**config.mk**
```make
export PLATFORM = sky130hd
export DESIGN_NAME = rgb_to_hsl_pixel_convert_unit
export DESIGN_NICKNAME = d
export VERILOG_FILES = /design/src/rtl/core/rhc_pkg.sv /design/src/rtl/core/rhc_prep.sv /design/src/rtl/core/rhc_div_cell.sv /design/src/rtl/core/rgb_to_hsl_pixel_convert_unit.sv
export VERILOG_INCLUDE_DIRS = /design/src /design/src/rtl/core
export SDC_FILE = /design/constraint.sdc
export NUM_CORES = 2
export LEC_CHECK = 0
export CAP_MARGIN = 20
export CORE_ASPECT_RATIO = 1.75
export CORE_MARGIN = 1.5
export CORE_UTILIZATION = 50
export CTS_CLUSTER_DIAMETER = 40
export CTS_CLUSTER_SIZE = 10
export DETAILED_ROUTE_END_ITERATION = 8
export DONT_BUFFER_PORTS = 1
export GPL_ROUTABILITY_DRIVEN = 0
export GPL_TIMING_DRIVEN = 0
export PLACE_DENSITY = 0.64
export SKIP_LAST_GASP = 1
export SLEW_MARGIN = 20
export SYNTH_ARGS = -nofsm -noshare
export SYNTH_HDL_FRONTEND = slang
export SYNTH_SLANG_ARGS = --single-unit
```
**constraint.sdc**
```tcl
create_clock -name clk -period 5.4 [get_ports clk]
set_input_delay 0 -clock clk [delete_from_list [all_inputs] [get_ports clk]]
set_output_delay 0 -clock clk [all_outputs]
set_load 0.05 [all_outputs]
```
**src/rtl/core/rgb_to_hsl_pixel_convert_unit_defines.svh**
```systemverilog
// Assertion macros for the RGB to HSL pixel converter.
// Depends on nothing; users supply clk and rst_n in scope.
`ifndef RGB_TO_HSL_PIXEL_CONVERT_UNIT_DEFINES_SVH
`define RGB_TO_HSL_PIXEL_CONVERT_UNIT_DEFINES_SVH

// implication checked every clock outside reset
`define RHC_ASSERT_IMP(lbl, ante, cons, msg) \
    lbl: assert property (@(posedge clk) disable iff (!rst_n) (ante) |-> (cons)) \
        else $error(msg);

// next-cycle implication checked outside reset
`define RHC_ASSERT_NXT(lbl, ante, cons, msg) \
    lbl: assert property (@(posedge clk) disable iff (!rst_n) (ante) |=> (cons)) \
        else $error(msg);

`endif

```
**src/rtl/core/rhc_pkg.sv**
```systemverilog
// Shared types and constants for the RGB to HSL pixel converter.
// Used by rhc_prep, rhc_div_cell and the top level.
package rhc_pkg;

    localparam int CHAN_W  = 8;
    localparam int HUE_W   = 12;
    localparam int PCT_W   = 10;
    localparam int QUO_W   = 12;
    localparam int NUM_W   = 22;
    localparam int DEN_W   = 10;
    localparam int LANES   = 4;

    localparam int LANE_HUE   = 0;
    localparam int LANE_SAT   = 1;
    localparam int LANE_LIGHT = 2;
    localparam int LANE_OPAC  = 3;

    localparam logic [HUE_W-1:0] GREY_HUE = HUE_W'(3130);

    typedef struct packed {
        logic                               valid;
        logic                               grey;
        logic [LANES-1:0][NUM_W-1:0]        num;
        logic [LANES-1:0][DEN_W-1:0]        den;
        logic [LANES-1:0][QUO_W-1:0]        quo;
    } cell_bus_t;

endpackage

```
**src/rtl/core/rhc_prep.sv**
```systemverilog
// Front cell: channel max/min and the four dividend/divisor pairs.
// Depends on rhc_pkg.
module rhc_prep
    import rhc_pkg::*;
(
    input  logic              clk,
    input  logic              rst_n,
    input  logic              advance,
    input  logic              in_valid,
    input  logic [CHAN_W-1:0] red,
    input  logic [CHAN_W-1:0] green,
    input  logic [CHAN_W-1:0] blue,
    input  logic [CHAN_W-1:0] transparency,
    output cell_bus_t         bus_out
);

    cell_bus_t bus_reg;
    cell_bus_t bus_next;

    logic [CHAN_W-1:0] mx;
    logic [CHAN_W-1:0] mn;
    logic [CHAN_W-1:0] d;
    logic [CHAN_W:0]   sum;
    logic [DEN_W-1:0]  sat_den;
    logic [NUM_W-1:0]  hue_num;
    logic [NUM_W-1:0]  dw;
    logic [NUM_W-1:0] rw, gw, bw;

    always_comb
    begin
        mx = red;
        if (green > mx) mx = green;
        if (blue > mx) mx = blue;
        mn = red;
        if (green < mn) mn = green;
        if (blue < mn) mn = blue;
        d   = mx - mn;
        sum = {1'b0, mx} + {1'b0, mn};
        sat_den = (sum > 9'd255) ? (DEN_W'(510) - DEN_W'(sum)) : DEN_W'(sum);
        dw = NUM_W'(d);
        rw = NUM_W'(red);
        gw = NUM_W'(green);
        bw = NUM_W'(blue);
        if (mx == red)
        begin
            if (green >= blue)
                hue_num = NUM_W'(600) * (gw - bw);
            else
                hue_num = NUM_W'(3600) * dw - NUM_W'(600) * (bw - gw);
        end
        else if (mx == green)
            hue_num = NUM_W'(1200) * dw + NUM_W'(600) * bw - NUM_W'(600) * rw;
        else
            hue_num = NUM_W'(2400) * dw + NUM_W'(600) * rw - NUM_W'(600) * gw;

        bus_next       = '0;
        bus_next.valid = in_valid;
        bus_next.grey  = (d == '0);
        bus_next.num[LANE_HUE]   = (hue_num << 1) + dw;
        bus_next.den[LANE_HUE]   = DEN_W'(d) << 1;
        bus_next.num[LANE_SAT]   = NUM_W'(2000) * dw + NUM_W'(sat_den);
        bus_next.den[LANE_SAT]   = sat_den << 1;
        bus_next.num[LANE_LIGHT] = NUM_W'(2000) * NUM_W'(sum) + NUM_W'(510);
        bus_next.den[LANE_LIGHT] = DEN_W'(1020);
        bus_next.num[LANE_OPAC]  = NUM_W'(2000) * NUM_W'(transparency) + NUM_W'(255);
        bus_next.den[LANE_OPAC]  = DEN_W'(510);
    end

    always_ff @(posedge clk or negedge rst_n)
    begin
        if (!rst_n)
            bus_reg <= '0;
        else if (advance)
            bus_reg <= bus_next;
    end

    assign bus_out = bus_reg;

endmodule

```
**src/rtl/core/rhc_div_cell.sv**
```systemverilog
// One cell of the divider chain: settles one quotient bit in every lane.
// Depends on rhc_pkg.
module rhc_div_cell
    import rhc_pkg::*;
#(
    parameter int BIT = QUO_W - 1
)
(
    input  logic      clk,
    input  logic      rst_n,
    input  logic      advance,
    input  cell_bus_t bus_in,
    output cell_bus_t bus_out
);

    cell_bus_t        bus_reg;
    cell_bus_t        bus_next;
    logic [NUM_W-1:0] trial [LANES];

    always_comb
    begin
        bus_next = bus_in;
        for (int l = 0; l < LANES; l++)
        begin
            trial[l] = NUM_W'(bus_in.den[l]) << BIT;
            if (bus_in.num[l] >= trial[l])
            begin
                bus_next.num[l]      = bus_in.num[l] - trial[l];
                bus_next.quo[l][BIT] = 1'b1;
            end
        end
    end

    always_ff @(posedge clk or negedge rst_n)
    begin
        if (!rst_n)
            bus_reg <= '0;
        else if (advance)
            bus_reg <= bus_next;
    end

    assign bus_out = bus_reg;

endmodule

```
**src/rtl/core/rgb_to_hsl_pixel_convert_unit.sv**
```systemverilog
// Top level of the RGB to HSL pixel converter: front cell, divider chain, output register.
// Depends on rhc_pkg, rhc_prep, rhc_div_cell and the assertion macro header.
//
//  channel | handshake            | payload
//  input   | in_valid / in_ready  | red, green, blue, transparency
//  output  | out_valid / out_ready| hue, saturation, lightness, opacity_pct
//
// One pixel per cycle unless the output stalls. Registers in order: front cell, one cell
// per quotient bit (12), output register. The whole chain advances together whenever
// the output register is empty or being taken; a stall at the output holds every cell.
// Reset clears the valid flags of all cells and the output register.
`include "rgb_to_hsl_pixel_convert_unit_defines.svh"
module rgb_to_hsl_pixel_convert_unit
    import rhc_pkg::*;
(
    input  logic              clk,
    input  logic              rst_n,
    input  logic              in_valid,
    output logic              in_ready,
    input  logic [CHAN_W-1:0] red,
    input  logic [CHAN_W-1:0] green,
    input  logic [CHAN_W-1:0] blue,
    input  logic [CHAN_W-1:0] transparency,
    output logic              out_valid,
    input  logic              out_ready,
    output logic [HUE_W-1:0]  hue,
    output logic [PCT_W-1:0]  saturation,
    output logic [PCT_W-1:0]  lightness,
    output logic [PCT_W-1:0]  opacity_pct
);

    logic      advance;
    cell_bus_t chain [QUO_W+1];

    logic             out_valid_reg;
    logic [HUE_W-1:0] hue_reg, hue_next;
    logic [PCT_W-1:0] sat_reg, sat_next;
    logic [PCT_W-1:0] light_reg, light_next;
    logic [PCT_W-1:0] opac_reg, opac_next;

    assign advance  = !out_valid_reg || out_ready;
    assign in_ready = advance;

    rhc_prep u_prep (
        .clk          (clk),
        .rst_n        (rst_n),
        .advance      (advance),
        .in_valid     (in_valid),
        .red          (red),
        .green        (green),
        .blue         (blue),
        .transparency (transparency),
        .bus_out      (chain[0])
    );

    for (genvar k = 0; k < QUO_W; k++)
    begin : g_cell
        rhc_div_cell #(
            .BIT (QUO_W - 1 - k)
        ) u_cell (
            .clk     (clk),
            .rst_n   (rst_n),
            .advance (advance),
            .bus_in  (chain[k]),
            .bus_out (chain[k+1])
        );
    end

    always_comb
    begin
        hue_next   = chain[QUO_W].grey ? GREY_HUE : HUE_W'(chain[QUO_W].quo[LANE_HUE]);
        sat_next   = chain[QUO_W].grey ? '0 : PCT_W'(chain[QUO_W].quo[LANE_SAT]);
        light_next = PCT_W'(chain[QUO_W].quo[LANE_LIGHT]);
        opac_next  = PCT_W'(chain[QUO_W].quo[LANE_OPAC]);
    end

    always_ff @(posedge clk or negedge rst_n)
    begin
        if (!rst_n)
            out_valid_reg <= 1'b0;
        else if (advance)
            out_valid_reg <= chain[QUO_W].valid;
    end

    always_ff @(posedge clk)
    begin
        if (advance)
        begin
            hue_reg   <= hue_next;
            sat_reg   <= sat_next;
            light_reg <= light_next;
            opac_reg  <= opac_next;
        end
    end

    assign out_valid   = out_valid_reg;
    assign hue         = hue_reg;
    assign saturation  = sat_reg;
    assign lightness   = light_reg;
    assign opacity_pct = opac_reg;

    `RHC_ASSERT_IMP(a_hue_range, out_valid, hue < HUE_W'(3600), "hue out of range")
    `RHC_ASSERT_IMP(a_sat_range, out_valid, saturation <= PCT_W'(1000), "saturation range")
    `RHC_ASSERT_IMP(a_light_range, out_valid, lightness <= PCT_W'(1000), "lightness range")
    `RHC_ASSERT_IMP(a_opac_range, out_valid, opacity_pct <= PCT_W'(1000), "opacity range")
    `RHC_ASSERT_NXT(a_stall_hold, out_valid && !out_ready, $stable(chain[QUO_W].valid), "no hold")

endmodule

```
Word level (Yosys, flattened, before mapping)
Cells that the tools add are included.
- flip-flop bits (word level): 1584
- input bits: 36
- output and inout bits: 44
- word-level logic and storage cells: 379
- $add $sub $neg: 58
- multiply operators: 11
- $lt $le $gt $ge: 54
- eq/ne operators: 2
- multiplexer cells: 94
- reduce and logical (&&, ||, !) cells: 3
- operator list (kind ; count):
    $mux 22 ; 44
    $mul 7x8->15 const A ; 7
    $ge 22x10->1 ; 4
    $ge 22x11->1 ; 4
    $ge 22x12->1 ; 4
    $ge 22x13->1 ; 4
    $ge 22x14->1 ; 4
    $ge 22x15->1 ; 4
    $ge 22x16->1 ; 4
    $ge 22x17->1 ; 4
    $ge 22x18->1 ; 4
    $ge 22x19->1 ; 4
    $ge 22x20->1 ; 4
    $sub 22x11->22 ; 4
    $sub 22x12->22 ; 4
    $sub 22x13->22 ; 4
    $sub 22x14->22 ; 4
    $sub 22x15->22 ; 4
    $sub 22x16->22 ; 4
    $sub 22x17->22 ; 4
    $sub 22x18->22 ; 4
    $sub 22x19->22 ; 4
    $sub 22x20->22 ; 4
    $mux 21 ; 3
    other kinds (30) ; 84

Longest topological paths before layout
- depth after elaboration: 11
- depth in mapped cells: 57
- depth with buffers taken out: 54

Modules after synthesis
From an unflattened synthesis, not the netlist that was laid out.
- cell total of the unflattened synthesis: 13676
- area, all modules: 139333.6 µm²
- modules (own cells, without submodules) (module ; instances ; cells an instance ; area an instance (µm²) ; sequential area each (µm²)):
    rhc_prep ; 1 ; 2678 ; 22791.9 ; 2152.1
    rhc_div_cell (g_cell[11].u_cell) ; 1 ; 1045 ; 10269.8 ; 4454.3
    rhc_div_cell (g_cell[10].u_cell) ; 1 ; 971 ; 9840.7 ; 4454.3
    rhc_div_cell (g_cell[9].u_cell) ; 1 ; 956 ; 9833.2 ; 4454.3
    rhc_div_cell (g_cell[5].u_cell) ; 1 ; 939 ; 9815.7 ; 4454.3
    rhc_div_cell (g_cell[6].u_cell) ; 1 ; 960 ; 9761.9 ; 4454.3
    rhc_div_cell (g_cell[8].u_cell) ; 1 ; 956 ; 9733.1 ; 4454.3
    rhc_div_cell (g_cell[7].u_cell) ; 1 ; 918 ; 9591.7 ; 4454.3
    rhc_div_cell (g_cell[4].u_cell) ; 1 ; 864 ; 9386.5 ; 4454.3
    rhc_div_cell (g_cell[3].u_cell) ; 1 ; 855 ; 9381.5 ; 4454.3
    rhc_div_cell (g_cell[2].u_cell) ; 1 ; 819 ; 9211.3 ; 4454.3
    rhc_div_cell (g_cell[0].u_cell) ; 1 ; 835 ; 9203.8 ; 4454.3
    rhc_div_cell (g_cell[1].u_cell) ; 1 ; 811 ; 9057.4 ; 4454.3
    rgb_to_hsl_pixel_convert_unit ; 1 ; 69 ; 1455.1 ; 1286.2

Worst setup path after synthesis
Ideal clock, no wire load.
- path type: input-to-reg
- start: in red[1]
- end: reg u_prep.bus_reg (netlist bit u_prep.bus_out[107])
- library setup time: 0.082 ns
- data arrival time: 10.815 ns
- data required time: 5.318 ns
- setup slack: -5.497 ns
- cell stages on the path: 53
- buffers on the path: 2
- cell sequence: inv_1 > ha_1 > nor2b_1 > o211ai_1 > a21oi_2 > nor2_1 > clkbuf_1 > mux2i_1 > ha_1 > o21a_1 > o21a_1 > o21a_1 > o21ai_0 > a211o_1 > buf_1 > mux2i_1 > ha_1 > inv_1 > [17 not listed] > nor2_1 > xnor2_1 > ha_1 > and2_1 > a22o_1 > a311o_1 > xor2_1 > ha_1 > and2_1 > o31ai_1 > nand3b_1 > a21oi_1 > xnor2_1 > mux2i_1 > o21bai_1 > or3b_4 > or4_1 > a31oi_1
- RTL lines (what ; RTL line ; source):
    from (decl) ; rgb_to_hsl_pixel_convert_unit.sv:20 ; input logic [CHAN_W-1:0] red,
    to (signal assigned) ; rhc_prep.sv:74 ; bus_reg <= bus_next;
    to (decl) ; rhc_prep.sv:17 ; cell_bus_t bus_reg;

==> flow_summary.yaml <==
critical_path:
  crit_fanout: 10
  critPathTopFamily: "compound AO/OA/AOI/OAI gates"
  setup.worst_path.start_class: "input pin"
  crit_type: "input pin to flop"
  crit_slowest_cell: "or4_1"
  cp.arrival_ns: 10.56
  slowest_delay_ns: 0.52
  cp_common_cell: "ha_4"
  crit_buf_inv: 11
  required_ns: 6.16
  cp-end-kind: "flop"
route:
  drt_pass1_iterations: 9
  wl_per_cell_um: 24.14
  viasPerCell: 5.824
  drt_iter0_drc: 4514
  wirelength_mm: 331.4
  drc: 6
  route.antenna.remaining_nets: 0
  vias: 79967
yosys:
  synth_top_cell_area_share: 0.3612
  synth_xor_area_frac: 0.06062
  netlist_instances: 10866
  ys_seq_area_frac: 0.3748
  avgSynthCellArea_um2: 8.563
  syn-cell-area_um2: 93040
  synth.area.mux_share: 0.01177
  synthAdderAreaFrac: 0.1601
  synth_warnings: 0
  synthSimpleGateAreaFrac: 0.1926
  ys_seq_elements: 1385
  synth_top_family_by_area: "simple AND/OR/NAND/NOR gates"
  synth_compound_area_frac: 0.1512
  synth-main-ff-cell: "dfrtp_1"
  syn-num-nets: 11977
  synth_enable_flop_cells: 42
  ys_types: 96
  synth_top_area_cell: "dfrtp_1"
  ys_async_sr_fraction: 0.9697
  ys_top_cells_by_area: "dfrtp_1 (36%), ha_1 (12%), nand2_1 (8.0%)"
floorplan:
  io_pins: 80
  die_h_um: 573.7
  die-area_um2: 188800
  initial_core_util: 0.5025
  num_rows: 209
  die_w_um: 329.1
  core_um2: 185100
place:
  dp.cells: 13316
  dp_hpwl_mm: 259.3
  dp_slack_ns: -7.089
  port_buffers: 0
layout:
  final_common_cell: "nand2_1"
  final_cells: 13730
  fillers: 16680
  nets: 12336
  largest_reg_flops: 1256
  register_area_um2: 34870
  layout-drive-gt1-share: 0.06888
  area_delta_synth_final_pct: 13.14
  multiInputGateArea_um2: 55620
  final_cell_mix: "nand2_1 (1991), dfrtp_1 (1343), o21ai_0 (955), nor2_1 (949), ha_1 (835)"
  final_util: 0.5686
clock_tree:
  cts.clk_slew.worst_paths_ns: 0.05
  clock_latency_ns: 0.85
  clockBufferDepth: 4
  cts.sinks: 1385
  htree_levels: 4
  root_buffer: "clkbuf_16"
  numCtsBuffers: 174
  cts_tree: "built"
sta:
  relSlewSlack: 0.1357
  rsz0062_at_grt: "yes"
  fin_skew_ns: 0.06861
  hold_violations: 0
  worst_pin_slew_ns: 1.260
  slew_violations: 0
  max_freq_mhz: 102.1
  min_period_ns: 9.794
  setup_viol: 62
  whs_ns: 0.01193
  post-route-period-util: 1.814
  setup_ws_ns: -4.394
job:
  drv_cap: 0
global_routing:
  grt_antenna_before_repair: 26
  grt_usage: 0.3520
  grt_pass1_vias: 82067
  grt_max_degree: 169
  grt_pass1_wl_mm: 493.9
  grt_overflow: 0
min_path:
  hold_path_class: "input pin to flop"
status:
  status: "finished with violations"
  violations: "DRC, setup timing"
-- final timing paths --
| path | from | end | slack (ns) | cells past startpoint |
|---|---|---|---|---|
| setup reg to reg | g_cell[2].u_cell.bus_out[157] | g_cell[3].u_cell.bus_out[147] | -0.94 | 15 |
| setup / recovery | red[1] | u_prep.bus_out[107] | -4.39 | 57 |
| max in group asynchronous | rst_n | g_cell[9].u_cell.bus_out[18] | 2.10 | 7 |
| min in group asynchronous | rst_n | g_cell[10].u_cell.bus_out[157] | 0.26 | 3 |
| hold reg to reg | g_cell[11].u_cell.bus_out[45] | opacity_pct[9] | 0.44 | 0 |
| hold / removal | transparency[0] | u_prep.bus_out[158] | 0.01 | 2 |
-- worst register-to-register path, cell delays in order (launching register included) --
cell	delay (ns)
dfrtp_1	0.96
inv_2	0.21
buf_12	0.24
ha_1	0.38
nor2b_1	0.16
o21ai_0	0.27
a21boi_0	0.17
o21ai_0	0.24
a21boi_0	0.17
o21ai_0	0.24
or3b_2	0.52
nor4b_2	0.84
clkbuf_2	0.63
nor2_1	0.10
a21oi_1	0.87
a21oi_1	0.16
-- synthesized netlist by cell type, drive strengths merged, types with 13 or more instances --
cell type / number
nand2: 1994
dfrtp: 1343
o21ai: 985
nor2: 966
ha: 882
inv: 807
a21oi: 729
xnor2: 447
clkbuf: 378
nor2b: 207
xor2: 197
fa: 193
a21o: 185
nor3: 177
nand2b: 121
nor4: 104
a21boi: 98
nand3: 90
mux2i: 88
nand4: 83
or3: 53
a31oi: 51
o21a: 49
o21bai: 44
a211oi: 43
edfxtp: 42
o31a: 41
or4: 32
nand3b: 29
o311ai: 28
and2: 27
and3: 27
nor4b: 27
o31ai: 24
nor3b: 22
o211ai: 22
buf: 21
mux2: 19
or2: 19
nand4b: 16
a211o: 15
and4: 13
-- stage by stage --
stage | setup TNS, ns | area [µm²]
after detailed placement | -197.26 | 97130
after global routing | -124.95 | 105200
final | -108.03 | 105300
after global placement | -251.62 | 96480
after floorplan | -90.58 | 93450
after CTS | -102.90 | 104400
-- what timing repair did --
item,CTS,global route
setup buffers,109,38
endpoints found under the setup margin,62,76
pin swaps,107,92
gates resized for setup,233,78
endpoints found under the hold margin,308,0
hold buffers,14,0
-- area by class of cell --
| cell class | count | share of cell area |
|---|---|---|
| flip-flops and latches | 1385 | 0.3312 |
| clock buffers | 211 | 0.04395 |
| repair buffers | 184 | 0.01914 |
| multi-input cells | 8274 | 0.5284 |
| inverters | 808 | 0.02951 |
| plain buffers | 398 | 0.01556 |
| clock inverters | 21 | 0.002829 |
| diodes | 23 | 0.0005467 |
| well taps | 2426 | 0.02884 |
-- routing by layer --
metal / track usage / routed length (µm) / up-vias
met1: 0.3161 / 102800 / 38497
met3: 0.07082 / 17420 / 1396
li1: - / - / 37468
met4: 0.3986 / 46870 / 12
met5: 0 / 79 / -
met2: 0.6147 / 164300 / 2594
-- cell families after synthesis --
family / count (synthesis)
simple gates: 4038
fa+ha+maj: 1075
buf+inv: 1207
flops: 1385
mux: 107
compound gates: 2410
xor+xnor: 644
Power is left out: the tool's default activity adds up to more than one toggle a clock period on the data nets, which glitch-free logic cannot reach.
